### src/lr_pkg.sv
`timescale 1ns / 1ps
// Shared types and constants for the line rasterizer.
// No dependencies.
package lr_pkg;

    localparam int COORD_W   = 16;
    localparam int DIM_W     = 13;
    localparam int MAX_DIM   = 4096;
    localparam int ADDR_W    = 24;
    localparam int COLOR_W   = 32;
    localparam int SPAN_W    = COORD_W + 1;
    localparam int NSPAN_W   = COORD_W + 2;
    localparam int ERR_W     = COORD_W + 3;
    localparam int PROD_W    = COORD_W + DIM_W + 1;
    localparam int IDX_W     = PROD_W + 1;
    localparam int TOTAL_W   = 2 * DIM_W;
    localparam int IN_DATA_W  = 4 * COORD_W + COLOR_W;
    localparam int OUT_DATA_W = ADDR_W + COLOR_W;
    localparam int CFG_IDX_W = 1;

    localparam logic [DIM_W-1:0] WIDTH_RESET  = DIM_W'(640);
    localparam logic [DIM_W-1:0] HEIGHT_RESET = DIM_W'(480);

    typedef enum logic {
        t_CMD_START   = 1'b0,
        t_CMD_ADVANCE = 1'b1
    } t_cmd;

    typedef enum logic [CFG_IDX_W-1:0] {
        t_REG_WIDTH  = 1'b0,
        t_REG_HEIGHT = 1'b1
    } t_reg_idx;

    function automatic logic [DIM_W-1:0] sat_dim(input logic [DIM_W-1:0] v);
        logic [DIM_W-1:0] lim;
        lim = DIM_W'(MAX_DIM);
        return (v > lim) ? lim : v;
    endfunction

endpackage

### src/line_rasterizer.sv
`timescale 1ns / 1ps
// Line rasterizer: all-octant integer line stepping, one pixel per advance while busy.
// An accepted advance passes stage 1, stage 2 and the output register to the output.
// Throughput: one request per cycle unless the output stalls; the step loop closes on the
// line state registers, the row-times-width product and the bounds compare take one
// pipeline stage each. Reset (synchronous, active low) clears the line state and all stage
// valids and loads width 640, height 480.
// Depends on lr_pkg.
module line_rasterizer (
    input  logic                          i_clk,
    input  logic                          i_rst_n,
    input  logic                          s_axis_tvalid,
    output logic                          s_axis_tready,
    // start_x, start_y, end_x, end_y, draw_color
    input  logic [lr_pkg::IN_DATA_W-1:0]  s_axis_tdata,
    // cmd
    input  logic                          s_axis_tuser,
    output logic                          m_axis_tvalid,
    input  logic                          m_axis_tready,
    // pixel_address, pixel_color
    output logic [lr_pkg::OUT_DATA_W-1:0] m_axis_tdata,
    // write_enable
    output logic                          m_axis_tuser,
    output logic                          m_axis_tlast,
    input  logic                          i_cfg_we,
    input  logic [lr_pkg::CFG_IDX_W-1:0]  i_cfg_index,
    input  logic [lr_pkg::DIM_W-1:0]      i_cfg_data
);
    import lr_pkg::*;

    // configuration
    logic [DIM_W-1:0]   r_width, r_height;
    logic [TOTAL_W-1:0] r_total;

    // line state
    logic                      r_busy;
    logic signed [COORD_W-1:0] r_cur_x, r_cur_y, r_tgt_x, r_tgt_y;
    logic [SPAN_W-1:0]         r_span_x;
    logic signed [NSPAN_W-1:0] r_nspan_y;
    logic                      r_dir_x, r_dir_y;
    logic signed [ERR_W-1:0]   r_err;
    logic [COLOR_W-1:0]        r_color;

    // stage 1: pixel coordinates
    logic                      r_s1_valid;
    logic signed [COORD_W-1:0] r_s1_x, r_s1_y;
    logic                      r_s1_last;
    logic [COLOR_W-1:0]        r_s1_color;

    // stage 2: row product
    logic                      r_s2_valid;
    logic signed [PROD_W-1:0]  r_s2_prod;
    logic signed [COORD_W-1:0] r_s2_x;
    logic                      r_s2_last;
    logic [COLOR_W-1:0]        r_s2_color;

    // output register
    logic               r_o_valid;
    logic [ADDR_W-1:0]  r_o_addr;
    logic [COLOR_W-1:0] r_o_color;
    logic               r_o_we;
    logic               r_o_last;

    logic o_ready, s2_ready, s1_ready, in_accept, is_adv, s1_load;

    assign o_ready   = !r_o_valid || m_axis_tready;
    assign s2_ready  = !r_s2_valid || o_ready;
    assign s1_ready  = !r_s1_valid || s2_ready;
    assign s_axis_tready = s1_ready;
    assign in_accept = s_axis_tvalid && s_axis_tready;
    assign is_adv    = (t_cmd'(s_axis_tuser) == t_CMD_ADVANCE);
    assign s1_load   = in_accept && is_adv && r_busy;

    // start decode
    logic signed [COORD_W-1:0] in_x0, in_y0, in_x1, in_y1;
    logic [COLOR_W-1:0]        in_color;
    logic signed [SPAN_W-1:0]  dx, dy;
    logic [SPAN_W-1:0]         n_span_x, abs_dy;
    logic signed [NSPAN_W-1:0] n_nspan_y;
    logic signed [ERR_W-1:0]   n_err_start;

    assign in_x0    = s_axis_tdata[COORD_W-1:0];
    assign in_y0    = s_axis_tdata[2*COORD_W-1:COORD_W];
    assign in_x1    = s_axis_tdata[3*COORD_W-1:2*COORD_W];
    assign in_y1    = s_axis_tdata[4*COORD_W-1:3*COORD_W];
    assign in_color = s_axis_tdata[IN_DATA_W-1:4*COORD_W];

    always_comb begin
        dx          = SPAN_W'(in_x1) - SPAN_W'(in_x0);
        dy          = SPAN_W'(in_y1) - SPAN_W'(in_y0);
        n_span_x    = dx[SPAN_W-1] ? SPAN_W'(-dx) : SPAN_W'(dx);
        abs_dy      = dy[SPAN_W-1] ? SPAN_W'(-dy) : SPAN_W'(dy);
        n_nspan_y   = -$signed({1'b0, abs_dy});
        n_err_start = $signed(ERR_W'({2'b00, n_span_x})) + ERR_W'(n_nspan_y);
    end

    // step decode
    logic                      fin, step_x, step_y;
    logic signed [ERR_W:0]     e2;
    logic signed [ERR_W-1:0]   n_err_step;
    logic signed [COORD_W-1:0] n_x_step, n_y_step;

    always_comb begin
        fin        = (r_cur_x == r_tgt_x) && (r_cur_y == r_tgt_y);
        e2         = {r_err, 1'b0};
        step_x     = (ERR_W+1)'(r_nspan_y) <= e2;
        step_y     = $signed((ERR_W+1)'({3'b000, r_span_x})) >= e2;
        n_err_step = r_err;
        n_x_step   = r_cur_x;
        n_y_step   = r_cur_y;
        if (step_x) begin
            n_err_step = n_err_step + ERR_W'(r_nspan_y);
            n_x_step   = r_dir_x ? r_cur_x - COORD_W'(1) : r_cur_x + COORD_W'(1);
        end
        if (step_y) begin
            n_err_step = n_err_step + $signed(ERR_W'({2'b00, r_span_x}));
            n_y_step   = r_dir_y ? r_cur_y - COORD_W'(1) : r_cur_y + COORD_W'(1);
        end
    end

    always_ff @(posedge i_clk) begin
        if (!i_rst_n) begin
            r_width  <= WIDTH_RESET;
            r_height <= HEIGHT_RESET;
            r_total  <= TOTAL_W'(WIDTH_RESET) * TOTAL_W'(HEIGHT_RESET);
        end else begin
            if (i_cfg_we) begin
                unique case (t_reg_idx'(i_cfg_index))
                    t_REG_WIDTH:  r_width  <= sat_dim(i_cfg_data);
                    t_REG_HEIGHT: r_height <= sat_dim(i_cfg_data);
                    default: ;
                endcase
            end
            r_total <= TOTAL_W'(r_width) * TOTAL_W'(r_height);
        end
    end

    always_ff @(posedge i_clk) begin
        if (!i_rst_n) begin
            r_busy    <= 1'b0;
            r_cur_x   <= '0;
            r_cur_y   <= '0;
            r_tgt_x   <= '0;
            r_tgt_y   <= '0;
            r_span_x  <= '0;
            r_nspan_y <= '0;
            r_dir_x   <= 1'b0;
            r_dir_y   <= 1'b0;
            r_err     <= '0;
            r_color   <= '0;
        end else if (in_accept && !is_adv) begin
            r_busy    <= 1'b1;
            r_cur_x   <= in_x0;
            r_cur_y   <= in_y0;
            r_tgt_x   <= in_x1;
            r_tgt_y   <= in_y1;
            r_span_x  <= n_span_x;
            r_nspan_y <= n_nspan_y;
            r_dir_x   <= !(in_x0 < in_x1);
            r_dir_y   <= !(in_y0 < in_y1);
            r_err     <= n_err_start;
            r_color   <= in_color;
        end else if (s1_load) begin
            if (fin) begin
                r_busy <= 1'b0;
            end else begin
                r_cur_x <= n_x_step;
                r_cur_y <= n_y_step;
                r_err   <= n_err_step;
            end
        end
    end

    // pipeline valids
    always_ff @(posedge i_clk) begin
        if (!i_rst_n) begin
            r_s1_valid <= 1'b0;
            r_s2_valid <= 1'b0;
            r_o_valid  <= 1'b0;
        end else begin
            if (s1_ready)
                r_s1_valid <= s1_load;
            if (s2_ready)
                r_s2_valid <= r_s1_valid;
            if (o_ready)
                r_o_valid <= r_s2_valid;
        end
    end

    // pipeline payload
    logic signed [IDX_W-1:0] idx;
    logic                    n_we;

    always_comb begin
        idx  = IDX_W'(r_s2_prod) + IDX_W'(r_s2_x);
        n_we = !idx[IDX_W-1] && ($signed(IDX_W'(r_total)) > idx);
    end

    always_ff @(posedge i_clk) begin
        if (s1_ready && s1_load) begin
            r_s1_x     <= r_cur_x;
            r_s1_y     <= r_cur_y;
            r_s1_last  <= fin;
            r_s1_color <= r_color;
        end
        if (s2_ready && r_s1_valid) begin
            r_s2_prod  <= PROD_W'(r_s1_y) * $signed({1'b0, r_width});
            r_s2_x     <= r_s1_x;
            r_s2_last  <= r_s1_last;
            r_s2_color <= r_s1_color;
        end
        if (o_ready && r_s2_valid) begin
            r_o_addr  <= n_we ? idx[ADDR_W-1:0] : '0;
            r_o_we    <= n_we;
            r_o_last  <= r_s2_last;
            r_o_color <= r_s2_color;
        end
    end

    assign m_axis_tvalid = r_o_valid;
    assign m_axis_tdata  = {r_o_color, r_o_addr};
    assign m_axis_tuser  = r_o_we;
    assign m_axis_tlast  = r_o_last;

    a_stall_only_when_full: assert property (@(posedge i_clk) disable iff (!i_rst_n)
        !s_axis_tready |-> r_s1_valid && r_s2_valid && r_o_valid)
        else $error("input stalled with a free pipeline stage");

    a_advance_enters_pipe: assert property (@(posedge i_clk) disable iff (!i_rst_n)
        s1_load |=> r_s1_valid)
        else $error("advance while busy did not enter stage 1");

    a_idle_advance_dropped: assert property (@(posedge i_clk) disable iff (!i_rst_n)
        in_accept && is_adv && !r_busy && !r_s1_valid |=> !r_s1_valid)
        else $error("advance while idle produced a pixel");

    a_last_ends_line: assert property (@(posedge i_clk) disable iff (!i_rst_n)
        s1_load && fin && !(s_axis_tvalid && s1_ready && !is_adv) |=> !r_busy)
        else $error("line still busy after its final pixel");

    a_suppressed_addr_zero: assert property (@(posedge i_clk) disable iff (!i_rst_n)
        r_o_valid && !r_o_we |-> r_o_addr == '0)
        else $error("suppressed write carries a nonzero address");

endmodule
### config.mk
export PLATFORM = sky130hd
export DESIGN_NAME = line_rasterizer
export DESIGN_NICKNAME = d
export VERILOG_FILES = /design/src/lr_pkg.sv /design/src/line_rasterizer.sv
export SDC_FILE = /design/constraint.sdc
export NUM_CORES = 2
export LEC_CHECK = 0
export BUFFER_PORTS_ARGS = -buffer_cell sky130_fd_sc_hd__buf_2
export CAP_MARGIN = 15
export CORE_UTILIZATION = 35
export DETAILED_ROUTE_END_ITERATION = 12
export GPL_TIMING_DRIVEN = 1
export PLACE_DENSITY = 0.6
export RECOVER_POWER = 50
export SETUP_SLACK_MARGIN = 0.1
export SLEW_MARGIN = 30
export SYNTH_ARGS = -nofsm -noshare
export SYNTH_HDL_FRONTEND = slang
export SYNTH_SLANG_ARGS = --single-unit
### constraint.sdc
create_clock -name i_clk -period 8.65 [get_ports i_clk]
set_input_delay 1.2975 -clock i_clk [delete_from_list [all_inputs] [get_ports i_clk]]
set_output_delay 1.2975 -clock i_clk [all_outputs]
set_load 0.005 [all_outputs]
==> results.toml <==
[pwr]
switchingPower_mw = 2.45
clkPwrFrac = 0.311
p_seq_frac = 0.331
powerDensity_mw_per_mm2 = 166
internal_power_mw = 4.33
vdd_ir_drop_max_mv = 0.151
p_comb_frac = 0.358
swShare = 0.361
leakagePower_nw = 18.2

[timing]
setup_ws_ns = 1.35
fin_skew_ns = 0.0528
rsz0062_at_grt = "false"
finalSetupViolCount = 0
tightest_slew_ns = 3.61
max_freq_mhz = 137
hold_viol = 0
fin_crit_ns = 7.30
slew_viol_final = 170
fin_crit_sh = 0.844
final.setup.tns_ns = 0
relSlewSlack = -1.41

[synthesis]
ys_types = 96
syn_nets = 4813
yosys_most_used_dff = "dfxtp_1"
ys_ff_latch = 410
avgSynthCellArea_um2 = 9.21
syn_inst = 4013
synth_edf_count = 202
synthAdderAreaFrac = 0.299
synth-simple-area-share = 0.165
synth_compound_area_frac = 0.132
yosysWarningCount = 0
muxShareOfSynthArea = 0.00819
yosysSeqAreaShare = 0.277
netlist_area_mm2 = 0.0370
synth_top_family_by_area = "adder cells"
synth-xor-area-share = 0.0566
async_flop_share = 0

[finish]
layout.nets = 4914
fill_cells = 10400
fin_util = 0.392
fin_cells = 5540
fin_area_mm2 = 0.0408
drive_gt1_frac = 0.0746
area_growth_syn_to_layout_pct = 10.4

[clock_network]
cts-root-buf = "clkbuf_16"
cts_setup_buffers = 0
clockBufferDepth = 3
clk_pin_slew_worst_paths_ns = 0.06
cts_tree = "done"
cts_resized = 0
cts.sinks = 410
clk_latency_ns = 0.65
cts_made_buffers = 50
cts.htree.levels = 2
cts_hold_buf = 0

[floorplan]
dieArea_mm2 = 0.107
core-area_mm2 = 0.104
die_w_um = 327
ios = 176
num_rows = 118
die_y_um = 327
initial_core_util = 0.355

[placement]
portBuffers = 175
dp_slack_ns = 1.33
placed_area_mm2 = 0.0392
dp.cells = 5441
place_hpwl_mm = 81.9
gp_congestion = 0.918

[run_status]
status = "finished, violations left"
violations = "max-capacitance violations, max-slew violations"

[global_route]
antenna_found_initial = 14
grt_pass1_wl_mm = 165
grt_max_degree = 84
overflow = 0
grt_pass1_vias = 28900
grt_usage = 0.197

[detailed_routing]
drtPass1Iterations = 7
drtIter0Drc = 2111
routedWlPerCell_um = 18.9
drc = 0
ant_nets = 0
wl_met2_mm = 49.1
wl_met3_mm = 5.73
maxUsedRoutingLayer = "met4"
viasPerCell = 5.21
wl_met1_mm = 47.1
dr_total_vias = 28800
drt-total-wl_mm = 105

[setup_path]
cp-start-kind = "register"
critPathArrivalTime_ns = 7.67
r2r-start = "r_width[2]$_SDFFE_PN0P_"
crit_required_ns = 9.02
cp_max_fo = 20
path_class = "reg2reg"
r2r_slack_ns = 1.35
critPathLaunch = "r_width[2]$_SDFFE_PN0P_"
critPathCaptureType = "register"

[min_path]
hp-class = "reg2reg"
hp-start = "r_s1_color[23]$_DFFE_PP_"

[flow_run]
max-cap-violations = 4
## worst max-delay path, stage by stage, from the launching register on
cell       delay, ns
dfxtp_1         0.57
clkbuf_1        0.83
nand2_1         0.19
fa_1            0.59
inv_1           0.05
fa_1            0.35
inv_1           0.08
fa_1            0.38
inv_1           0.06
ha_1            0.21
inv_1           0.07
fa_1            0.40
inv_1           0.08
fa_1            0.41
ha_1            0.22
or3_1           0.37
o211a_1         0.23
o41ai_1         0.58
o211a_1         0.28
a2111oi_0       0.12
o31ai_1         0.30
a21boi_0        0.17
o41ai_1         0.33
xnor2_1         0.15
## through the flow
stage	hold slack (ns)	power, mW
global route	0.421	7.18
floorplan	0.400	4.05
finish	0.414	6.77
detailed placement	0.405	4.69
global placement	0.400	4.66
CTS	0.413	6.81
## registers in the layout, indices dropped and copies added, names as in the netlist, 13 cells and up
register and count:
r_color 32, r_cur_x 16, r_cur_y 16, r_err 19, r_height 13, r_nspan_y 18, r_o_addr 24, r_o_color 32
r_s1_color 32, r_s1_x 16, r_s1_y 16, r_s2_color 32, r_s2_prod 30, r_s2_x 16, r_span_x 17, r_tgt_x 16
r_tgt_y 16, r_total 26, r_width 13
## cells by family after synthesis
group,Yosys count
and+or+nand+nor,1299
AOI/OAI and AO/OA,738
xor gates and xnor gates,235
DFF,410
buffers and inverters,618
adders and majority gates,684
muxes,29
## layout by cell type (no fill, tap or decap), types with 51 or more instances in the layout
| cell | synthesis | layout |
|---|---|---|
| nand3_1 | 66 | 66 |
| o21ai_0 | 102 | 102 |
| nor2_1 | 244 | 241 |
| xor2_1 | 74 | 74 |
| ha_1 | 353 | 353 |
| xnor2_1 | 158 | 158 |
| edfxtp_1 | 202 | 202 |
| buf_2 | 2 | 149 |
| a21oi_1 | 259 | 258 |
| and2_1 | 173 | 171 |
| nand2_1 | 540 | 540 |
| clkbuf_16 | 0 | 51 |
| dfxtp_1 | 208 | 208 |
| fa_1 | 331 | 331 |
| inv_1 | 464 | 463 |
| a21o_1 | 58 | 58 |
| nor3_1 | 73 | 73 |
## power by group through the flow
stage | logic, mW | clock network (mW) | registers (mW)
finish | 2.42 | 2.10 | 2.25
global route | 2.71 | 2.22 | 2.25
CTS | 2.42 | 2.15 | 2.24
detailed placement | 2.40 | 0 | 2.28
global placement | 2.38 | 0 | 2.28
floorplan | 1.82 | 0 | 2.23
## synthesized netlist by cell type (all sizes together), types with 33 or more instances
library cell | count | share of area
a21o | 58 | 0.012
a21oi | 261 | 0.036
and2 | 175 | 0.030
clkbuf | 141 | 0.014
dfxtp | 208 | 0.11
edfxtp | 202 | 0.16
fa | 331 | 0.18
ha | 353 | 0.12
inv | 464 | 0.047
nand2 | 540 | 0.055
nand3 | 66 | 0.0089
nor2 | 245 | 0.025
nor3 | 73 | 0.0099
o211ai | 40 | 0.0081
o21a | 33 | 0.0067
o21ai | 104 | 0.014
xnor2 | 159 | 0.038
xor2 | 76 | 0.019
## layer usage
layer	vias to the layer above	track usage
li1	13800	-
met1	14100	0.269
met2	754	0.328
met3	145	0.0263
met4	0	0.0510
met5	-	0
## worst paths after layout
check | to | depth (start not counted)
worst max-delay path | r_s2_prod[29]$_DFFE_PP_ | 23
worst min-delay path | r_s2_color[23]$_DFFE_PP_ | 0
worst max register to register | r_s2_prod[29]$_DFFE_PP_ | 23
worst min register to register | r_s2_color[23]$_DFFE_PP_ | 0
## final cells by class
cell class              count  area [um2]  area share
well taps                1380        1730      0.0423
inverters                 464        1750      0.0428
repair buffers            203        1040      0.0254
clock inverters            29         263     0.00644
clock buffers              65        1360      0.0333
flip-flops and latches    410       10200       0.251
multi-input cells        2985       24400       0.599
diodes                      4        10.0    0.000245
Power figures use the tool's default switching activity.
